`config.mk`:
```
export PLATFORM = sky130hd
export DESIGN_NAME = vt4_cfg
export DESIGN_NICKNAME = d
export VERILOG_FILES = /design/src/design/vt4_pkg.sv /design/src/design/vt4_cfg.sv
export SDC_FILE = /design/constraint.sdc
export NUM_CORES = 1
export LEC_CHECK = 0
export BUFFER_PORTS_ARGS = -buffer_cell sky130_fd_sc_hd__buf_2
export CORE_AREA = 2 2 251 253
export DETAILED_ROUTE_END_ITERATION = 6
export DIE_AREA = 0 0 253 255
export HOLD_SLACK_MARGIN = 0.03
export SYNTH_ARGS = -nofsm -noshare
export SYNTH_HDL_FRONTEND = slang
export SYNTH_SLANG_ARGS = --single-unit
```
`constraint.sdc`:
```
create_clock -name clk -period 1.75 [get_ports clk]
set_clock_uncertainty 0.2 [all_clocks]
set_input_delay 0.175 -clock clk [delete_from_list [all_inputs] [get_ports clk]]
set_output_delay 0.175 -clock clk [all_outputs]
set_load 0.02 [all_outputs]
```
`src/design/vt4_pkg.sv`:
```
// Package for the 4x4 vertex transform: widths, vector and matrix types,
// register map and reset values of the matrix registers.
// Depends on nothing; every other file of the block imports it.
`timescale 1ns / 1ps
`default_nettype none

package vt4_pkg;

	localparam int FRAC_BITS = 16;
	localparam int COMP_W    = 32;
	localparam int NUM_COMP  = 4;
	localparam int PROD_W    = 2 * COMP_W;
	localparam int PAIR_W    = PROD_W + 1;
	localparam int SUM_W     = PROD_W + 2;
	localparam int REG_W     = 64;
	localparam int NUM_REGS  = 8;
	localparam int REG_IDX_W = 3;
	localparam int PADDR_W   = REG_IDX_W + 3;

	typedef logic signed [COMP_W-1:0] comp_t;
	typedef comp_t [NUM_COMP-1:0] vec4_t;
	typedef vec4_t [NUM_COMP-1:0] mat_t;
	typedef logic [REG_W-1:0] reg64_t;

	localparam comp_t SAT_MAX = {1'b0, {(COMP_W-1){1'b1}}};
	localparam comp_t SAT_MIN = {1'b1, {(COMP_W-1){1'b0}}};

	localparam reg64_t REG_RESET [NUM_REGS] = '{
		64'h0000_0000_0001_0000, 64'h0000_0000_0000_0000,
		64'h0001_0000_0000_0000, 64'h0000_0000_0000_0000,
		64'h0000_0000_0000_0000, 64'h0000_0000_0001_0000,
		64'h0000_0000_0000_0000, 64'h0001_0000_0000_0000
	};

endpackage

`default_nettype wire

```
`src/design/vt4_cfg.sv`:
```
// Matrix register file behind the APB-style configuration port.
// Holds eight 64-bit registers (two matrix entries each) and presents the matrix.
// Depends on vt4_pkg.
`timescale 1ns / 1ps
`default_nettype none

module vt4_cfg (
	input  wire logic                     clk,
	input  wire logic                     arst_n,
	input  wire logic                     psel,
	input  wire logic                     penable,
	input  wire logic                     pwrite,
	input  wire logic [vt4_pkg::PADDR_W-1:0] paddr,
	input  wire logic [vt4_pkg::REG_W-1:0]   pwdata,
	output logic      [vt4_pkg::REG_W-1:0]   prdata,
	output logic                          pready,
	output vt4_pkg::mat_t                 mat
);
	import vt4_pkg::*;

	reg64_t                regs_q [NUM_REGS];
	logic [REG_IDX_W-1:0]  reg_idx;
	logic                  wr_en;

	assign pready  = 1'b1;
	assign reg_idx = paddr[PADDR_W-1:3];
	assign wr_en   = psel && penable && pwrite && pready;
	assign prdata  = regs_q[reg_idx];

	always_ff @(posedge clk or negedge arst_n) begin
		if (!arst_n) begin
			for (int i = 0; i < NUM_REGS; i++) begin
				regs_q[i] <= REG_RESET[i];
			end
		end else if (wr_en) begin
			regs_q[reg_idx] <= pwdata;
		end
	end

	// Row r uses register 2r for columns 0 and 1, register 2r+1 for columns 2 and 3.
	always_comb begin
		for (int r = 0; r < NUM_COMP; r++) begin
			mat[r][0] = regs_q[2*r][COMP_W-1:0];
			mat[r][1] = regs_q[2*r][REG_W-1:COMP_W];
			mat[r][2] = regs_q[2*r+1][COMP_W-1:0];
			mat[r][3] = regs_q[2*r+1][REG_W-1:COMP_W];
		end
	end

endmodule

`default_nettype wire

```
==> results by group, run 1 <==
Status
  – Status: complete, but fails checks
  – Failing checks: negative setup slack

Place
  – Placer congestion estimate: 0.881
  – Port-buffer cells: 647
  – Placed Area: 0.0293 mm2
  – Placed insts: 2970
  – Hpwl dp: 57.2 mm

Routing
  – Drt first pass iters: 5
  – Via Count: 17400
  – Wire per inst: 25.0 um
  – Routed Antenna Nets: 0
  – Total wire length: 84.0 mm
  – Via/cell ratio: 5.19
  – Post-route DRC: 0
  – 1st-iter DRT viols: between 800 and 900

Power
  – Internal: 29.8 mW
  – Psw: about 15 mW
  – Leak: 17.3 nW
  – Clk pwr share: 27.8%
  – Comb power frac: 36.8%
  – Worst vdd ir: around 1000 uV
  – Sequential share of power: 35.3%
  – Power Density: 1290 mW/mm2
  – Net Sw Frac: 33.0%
  – Overall power: 44.5 mW

Final layout
  – Post-route insts no fill: 3352
  – FILL cells: ~5100
  – Most frequent cells in the layout: buf_2 (541), dfrtp_1 (507), mux2_2 (491)
  – Most common cell after layout, fill and taps aside: buf_2
  – Area added between synthesis and finish: 52.0%
  – Final Instance Area: 0.0345 mm2
  – Largest register FFs: between 500 and 600
  – Fin nets: 2581
  – Layout cell share with drive strength beyond 1: 75.5%
  – # diodes: 0

Clock tree
  – Worst-Skew Late Latency: around 0.6 ns
  – CTS root buf: clkbuf_16
  – H-Tree Depth: 2
  – Clock-pin transition on the worst setup and hold timing paths: 0.06 ns
  – CTS buffer count: 56
  – CTS sink cnt: about 510
  – CTS tree: built
  – Longest Clk Path Bufs: 3

Setup path
  – Crit Path Max Fanout: 2
  – Slowest stage delay, CP: 0.49 ns
  – Req. time, crit path: 1.37 ns
  – CP top delay family: multiplexers
  – Worst-path cell chain: mux4_2, mux2_4, buf_6
  – Slowest-stage cell, CP: mux4_2
  – Data arrival time of the critical path: 1.96 ns
  – Worst Path Buf+Inv: 1
  – Worst r2r path cells: 4
  – CP Launch Type: flip-flop
  – Setup crit end kind: primary output
  – Instance count on the critical path: 3
  – Critical path type: reg2out

Global routing
  – Initial antenna violation count: 4
  – Largest net degree at the start of global routing: 60
  – Grt ovf: 0
  – First-pass GRT wire length: 121 mm
  – Vias in the first global route: 18700
  – Global Route Usage Sum: 25.3%

Yosys
  – Syn Inst Count: 1316
  – Largest area contributor in the netlist: dfrtp_1
  – Top cells by area, synth: dfrtp_1 (56%), mux2_2 (27%), mux4_2 (13%)
  – Seq/Total Area, Yosys: 56.5%
  – Syn_area_per_cell: 17.2 um2
  – Synth Register Bits: 512
  – Syn Std Cell Area: about 0.023 mm2
  – Top cell type's share of synthesized area: a little under three fifths
  – Number of distinct library cells after synthesis: 16
  – Synthesized net count: 1391
  – Yosys Warn Count: 0

Timing
  – Final Hold Viols: 0
  – Highest Clock Rate: approximately 430 MHz
  – TNS Setup: -33.42 ns
  – Final setup fails: 73
  – Ratio of final minimum period to clock period: 133%
  – Min Tclk post-route: approximately 2.3 ns
  – Fin worst setup slack: -0.585 ns
  – RSZ-0062 raised after global routing: yes
  – Slew Viols, Final: 0

Floorplanning
  – Total core area: 0.0622 mm2
  – Ports: 652
  – # rows: 92
  – Initial Util: 36.5%
  – Full die area: 0.0645 mm2
  – Chip height: 255 um
  – Die width: about 250 um

Job
  – Max Cap Viol: 0

Hold path
  – Class of the worst hold path: in2reg
  – Cells on Worst Hold Path: 5
worst min-delay path, delay by kind of cell:
kind          cells  cell delay, ns
buf+inv           3            0.42
mux               1            0.22
simple gates      1            0.04
final timing paths:
| path | startpoint | endpoint | slack [ns] |
|---|---|---|---|
| worst max register to register | mat[404] | mat[404] | 0.45 |
| worst min register to register | mat[220] | mat[220] | 0.31 |
| worst min-delay path | paddr[5] | mat[165] | 0.09 |
| worst max-delay path | mat[388] | prdata[4] | -0.58 |
| max in group asynchronous | arst_n | mat[318] | 0.25 |
| min in group asynchronous | arst_n | mat[337] | 0.58 |
cell type report:
type	count	area, um2	area share, %
clock buffer	82	1650	4.79
clock inverter	23	284	0.824
multi-input combinational	718	9700	28.1
sequential	512	12800	37.2
tap	799	1000	2.90
timing repair buffer	1218	9020	26.2
timing repair:
item	4_1_cts	5_1_grt
resized for setup	219	86
setup endpoints to repair	64	82
endpoints found under the hold margin	1024	0
pin swaps	0	0
hold buffers	67	0
setup buffers	172	54
synthesized netlist by cell type:
library cell	number
dfstp_2	4
nand4b_1	1
nor2_2	6
buf_4	1
nand2b_1	2
buf_2	63
buf_1	4
clkbuf_1	18
dfrtp_1	508
conb_1	1
nand2_1	1
mux2_2	543
nor3_2	2
nand4_1	1
mux4_2	128
mux2_1	33
power groups by stage:
| stage | combinational [mW] | sequential [mW] | clock (mW) |
|---|---|---|---|
| final | 16.4 | 15.7 | 12.4 |
| after global routing | 17.2 | 16.0 | 13.1 |
| after CTS | 15.9 | 15.7 | 12.6 |
| after detailed placement | 13.4 | 16.1 | 0 |
| after global placement | 13.3 | 16.0 | 0 |
| after floorplan | 4.24 | 18.7 | 0 |
through the flow:
step                hold slack (ns)  setup WS [ns]  util (%)
floorplan                    -0.321        -0.0357         -
global placement             -0.126         -0.353      47.1
detailed placement           -0.127         -0.374      47.1
CTS                          0.0647         -0.613      54.6
global route                 0.0918         -0.620      55.5
finish                       0.0875         -0.585      55.5
logic make-up after synthesis:
group,synth area share (%)
flops,56.5
buf+inv,1.79
mux,41.3
simple gates,0.392
other cells,0.0165
routing by layer:
layer	share of wire, %	up-vias	track usage, %
met4	3.2	6	8.11
met2	50	728	43.6
met5	0.049	-	0
met1	40	9119	31.3
met3	7.2	169	6.44
li1	-	7375	-
Note: power is estimated with default switching activity, not from simulation.
==> inputs of run 2 (changes only) <==
Settings changed: CORE_AREA 2 2 251 253 to 2 2 253 255, CTS_BUF_LIST set to sky130_fd_sc_hd__clkbuf_2 sky130_fd_sc_hd__clkbuf_4 sky130_fd_sc_hd__clkbuf_8, DIE_AREA 0 0 253 255 to 0 0 255 257.
==> run 2 against run 1 <==
Compared with the run above:
- the run still ends with negative setup slack left
- utilization grew 4.7 points
- power grew 5.2%
- clock-buffer cell count grew 56
- via count grew 2.9%
- sequential power is essentially flat
- global-route usage is essentially flat
- final cell count grew 3.8%
- critical endpoint is now prdata[24]
- largest cell class unchanged
==> results by group, run 2 (synthesized netlist as in run 1, its figures left out) <==
Clock tree
  – CTS buffer count: 89
  – Clock-pin transition on the worst setup and hold timing paths: 0.07 ns
  – Worst-Skew Late Latency: between 0.6 and 0.7 ns
  – CTS sink cnt: slightly above 500
  – H-Tree Depth: 3
  – CTS tree: built
  – CTS root buf: clkbuf_8
  – Longest Clk Path Bufs: 3

Floorplanning
  – Initial Util: 36.2%
  – # rows: 92
  – Die width: around 260 um
  – Full die area: 0.0655 mm2
  – Ports: 652
  – Total core area: 0.0627 mm2
  – Chip height: 257 um

Hold path
  – Class of the worst hold path: in2reg

Place
  – Hpwl dp: 56.8 mm
  – Placed insts: 2964
  – Placed Area: 0.0289 mm2
  – Port-buffer cells: 647
  – Placer congestion estimate: around 0.86

Routing
  – Post-route DRC: 0
  – Total wire length: 88.4 mm
  – Routed Antenna Nets: 0
  – Wire per inst: ~25 um
  – Via/cell ratio: 5.14
  – Via Count: 17900
  – 1st-iter DRT viols: 901
  – Drt first pass iters: 5

Power
  – Leak: 18.3 nW
  – Power Density: approximately 1200 mW/mm2
  – Overall power: approximately 47 mW
  – Worst vdd ir: between 800 and 900 uV

Setup path
  – Crit Path Max Fanout: 2
  – Data arrival time of the critical path: 2.04 ns
  – Req. time, crit path: 1.37 ns
  – Setup crit end kind: primary output
  – Critical path type: reg2out
  – CP Launch Type: flip-flop

Timing
  – Rel. slew slack: 59.6%
  – TNS Setup: -39.17 ns
  – Fin worst setup slack: -0.669 ns
  – Highest Clock Rate: slightly above 400 MHz
  – Final setup fails: just over 100
  – Worst slew pin tran: approximately 0.61 ns
  – Ratio of final minimum period to clock period: 138%
  – Min Tclk post-route: 2.42 ns
  – Final Hold Viols: 0
  – Slew Viols, Final: 0
  – RSZ-0062 raised after global routing: yes

Final layout
  – Final Instance Area: 0.0377 mm2
  – FILL cells: 4702
  – Layout cell share with drive strength beyond 1: 76.5%
  – Largest register FFs: roughly 510
  – Fin nets: 2646
  – Most frequent cells in the layout: buf_6 (720), dfrtp_1 (508), mux2_2 (489)
  – Area added between synthesis and finish: 66.4%
  – Post-route insts no fill: between 3000 and 4000
  – Most common cell after layout, fill and taps aside: buf_6
  – Fin util: 60.2%

Global routing
  – Grt ovf: 0
  – Initial antenna violation count: 1
  – Largest net degree at the start of global routing: 52
  – Global Route Usage Sum: between 20% and 30%
  – Vias in the first global route: about 19000
  – First-pass GRT wire length: 123 mm

Status
  – Failing checks: negative setup slack
  – Status: complete, but fails checks

Job
  – Max Cap Viol: 0
run 2: cell types whose count changed in the layout (fill, tap and decap cells not counted), moves of 3 or more:
cell / before / now
clkbuf_4: 0 / 29
bufinv_16: 6 / 1
clkinv_2: 14 / 10
clkbuf_1: 13 / 0
buf_6: 141 / 720
buf_4: 426 / 169
buf_2: 541 / 239
inv_8: 0 / 3
clkbuf_16: 58 / 5
dlymetal6s4s_1: 0 / 3
clkbuf_8: 11 / 109
run 2: routing by layer:
layer  GRT usage, %  vias up  share of wire [%]
li1               -     7529                  -
met1           30.0     9368                 38
met2           42.9      795                 50
met3           7.85      202                7.8
met4           9.44        0                4.2
met5              0        -                  0
run 2: repair_timing:
action,CTS,global route
hold buffers,71,0
pin swaps,0,2
resized for setup,639,639
setup buffers,223,181
endpoints found under the hold margin,1024,0
cloned,0,5
setup endpoints to repair,217,582
run 2: through the flow:
step                      hold WS, ns  worst slack [ns]
after global routing            0.126            -0.751
final                           0.162            -0.669
after global placement       -0.00672            -0.359
after floorplan                -0.321           -0.0357
after CTS                      0.0862            -0.688
after detailed placement      0.00644            -0.390
run 2: power breakdown:
part	switching, mW	internal [mW]
clock	5.01	6.38
sequential	1.85	14.2
combinational	8.65	10.8
total	15.5	31.3
run 2: layout make-up:
class	count	area (um2)	share of cell area (%)
Sequential cell	512	12800	34.0
Timing Repair Buffer	1250	12300	32.6
Multi-Input combinational cell	718	9710	25.7
Clock buffer	138	1720	4.55
Tap cell	846	1060	2.80
Clock inverter	15	121	0.322
Antenna cell	1	2.50	0.00663
run 2: worst paths after layout:
path	startpoint	endpoint	slack, ns	cells after the start
setup / recovery	mat[280]	prdata[24]	-0.67	3
hold / removal	paddr[5]	mat[454]	0.16	5
setup reg to reg	mat[349]	mat[349]	0.40	4
hold reg to reg	mat[232]	mat[232]	0.31	1
max in group asynchronous	arst_n	mat[336]	0.17	4
min in group asynchronous	arst_n	mat[491]	0.43	3
run 2: critical path: stages, from the launching register on:
cell and delay [ns]:
dfrtp_1 0.42, mux4_2 0.48, mux2_4 0.33, buf_6 0.14
==> inputs of run 3 (changes only) <==
Settings changed: GPL_TIMING_DRIVEN set to 0.
==> run 3 against run 2 <==
Compared with the run above:
- the run ends with negative hold slack, negative setup slack left
- critical path depth unchanged
- worst hold slack got worse by 0.85 ns
- sequential power about the same
- non-clock buffer count decreased by 74
- global-route usage increased by 0.10 points
- clock-buffer cell count increased by 9
- utilization decreased by 2.4 points
- setup slack got worse by 0.043 ns
- critical endpoint is now prdata[22]
==> results by group, run 3 (synthesized netlist as in run 1, its figures left out) <==
Clock tree
  – CTS tree: built
  – CTS buffer count: around 90
  – H-Tree Depth: 3
  – # hold bufs at CTS: 67
  – Longest Clk Path Bufs: 3
  – CTS root buf: clkbuf_8
  – Worst-Skew Late Latency: 0.69 ns
  – Clock-pin transition on the worst setup and hold timing paths: about 0.060 ns
  – CTS sink cnt: 512

Final layout
  – Post-route insts no fill: 3419
  – Area added between synthesis and finish: 59.7%
  – Most common cell after layout, fill and taps aside: buf_6
  – Most frequent cells in the layout: buf_6 (627), dfrtp_1 (502), mux2_2 (499)
  – Largest register FFs: just over 500
  – Fin nets: between 2000 and 3000
  – Layout cell share with drive strength beyond 1: between 70% and 80%
  – FILL cells: 4974

Setup path
  – Req. time, crit path: 1.37 ns
  – Reg-to-reg startpoint: mat[191]
  – Setup slack, reg-to-reg: 0.09 ns
  – Data arrival time of the critical path: between 2 and 2.5 ns
  – Crit Path Max Fanout: 2
  – Critical path type: reg2out
  – Worst r2r path cells: 3
  – CP Launch Type: flip-flop
  – Setup crit end kind: primary output
  – FF-to-FF End: mat[191]

Timing
  – Ratio of final minimum period to clock period: 141%
  – RSZ-0062 raised after global routing: yes
  – Min Tclk post-route: 2.46 ns
  – Final Hold Viols: 287
  – Rel. slew slack: 51.3%
  – Fin worst setup slack: -0.712 ns
  – Final setup fails: 76
  – Highest Clock Rate: a little over 400 MHz
  – Slew Viols, Final: 0
  – Worst slew pin tran: 0.731 ns
  – Final hold slack: -0.691 ns

Routing
  – Met2 Wirelength: approximately 44 mm
  – Met3 routed WL: between 6 and 7 mm
  – Max Used Layer: met5
  – Total wire length: 87.2 mm
  – Routed Antenna Nets: 0
  – Via/cell ratio: 5.12
  – Post-route DRC: 0
  – Metal-1 WL: 32.9 mm
  – Via Count: around 17000
  – 1st-iter DRT viols: 781
  – Drt first pass iters: 7
  – Wire per inst: 25.5 um

Hold path
  – Class of the worst hold path: in2async

Global routing
  – Initial antenna violation count: 6
  – Global Route Usage Sum: between 20 and 30%
  – Vias in the first global route: 18600
  – Grt ovf: 0
  – First-pass GRT wire length: 123 mm
  – Largest net degree at the start of global routing: 127

Status
  – Status: complete, but fails checks
  – Failing checks: negative hold slack, negative setup slack

Floorplanning
  – Ports: 652
  – Chip height: 257 um
  – Die width: ~260 um
  – # rows: a little over 90
  – Initial Util: between 30 and 40%
  – Full die area: 0.0655 mm2
  – Total core area: between 0.06 and 0.07 mm2

Job
  – Max Cap Viol: 0

Place
  – Port-buffer cells: about 650
  – Placer congestion estimate: 0.853
  – Worst slack at placement: -1.11 ns
  – Placed insts: 2811
  – Hpwl dp: 56.4 mm

Power
  – Internal: 30.6 mW
  – Comb power frac: 39.5%
  – Clk pwr share: 25.6%
  – Leak: 17.6 nW
  – Overall power: between 40 and 50 mW
  – Worst vdd ir: 908 uV
  – Power Density: 1270 mW/mm2
  – Sequential share of power: a little over a third
  – Psw: 15.3 mW
  – Net Sw Frac: between 30% and 40%
run 3: changes by cell type in the layout (fill, tap and decap cells not counted), sizes merged:
cell	previous run	this run
diode	1	4
dlygate4sd3	68	66
clkinvlp	1	2
buf	1174	1085
clkinv	10	11
dlymetal6s4s	3	1
clkbuf	143	171
inv	3	2
run 3: power by group through the flow:
stage | Combinational [mW] | Clock (mW) | Sequential, mW
floorplan | 4.24 | 0 | 18.7
global route | 19.0 | 12.6 | 16.2
finish | 18.2 | 11.8 | 16.0
CTS | 15.3 | 12.0 | 15.7
detailed placement | 11.8 | 0 | 16.3
global placement | 11.6 | 0 | 16.1
run 3: through the flow:
stage                     TNS [ns]  util, %  instance area (um2)  hold WS (ns)
after global routing        -50.31     57.7                36200        -0.699
after global placement    -5594.92     43.1                27100         0.285
after detailed placement   -581.00     43.4                27200        0.0395
after floorplan              -1.74        -                22800        -0.321
final                       -39.43     57.7                36200        -0.691
after CTS                   -51.77     52.8                33100        -0.722
run 3: critical path: stages (launching register included):
cell and delay (ns):
dfrtp_2 0.43, mux4_2 0.54, mux2_4 0.30, buf_6 0.13
run 3: final cells by class:
cell class                      instances  area (um2)  area share, %
Clock buffer                          147        1790           4.93
Antenna cell                            4        10.0         0.0276
Tap cell                              846        1060           2.92
Sequential cell                       512       12800           35.4
Buffer                                 86         534           1.48
Multi-Input combinational cell        718        9670           26.7
Clock inverter                         16         150          0.415
Timing Repair Buffer                 1090       10200           28.1
run 3: how the worst max path moves through the flow:
| stage | endpoint | slack [ns] | depth (start not counted) | start |
|---|---|---|---|---|
| floorplan | prdata[10] | -0.04 | 4 | paddr[4] |
| global placement | mat[315] | -10.04 | 1 | arst_n |
| detailed placement | mat[135] | -1.11 | 5 | penable |
| CTS | prdata[22] | -0.75 | 3 | mat[278] |
| global route | prdata[22] | -0.78 | 3 | mat[278] |
| finish | prdata[22] | -0.71 | 3 | mat[278] |
run 3: timing repair:
action	4_1_cts	5_1_grt
gates resized for setup	301	853
endpoints found under the hold margin	799	275
setup buffers	299	160
setup endpoints to repair	559	428
pin swaps	8	0
gates cloned	0	0
run 3: routing by layer:
| layer | up-vias | GRT usage, % |
|---|---|---|
| li1 | 7383 | - |
| met4 | 2 | 9.16 |
| met5 | - | 0 |
| met1 | 9177 | 29.8 |
| met3 | 214 | 7.94 |
| met2 | 722 | 43.6 |
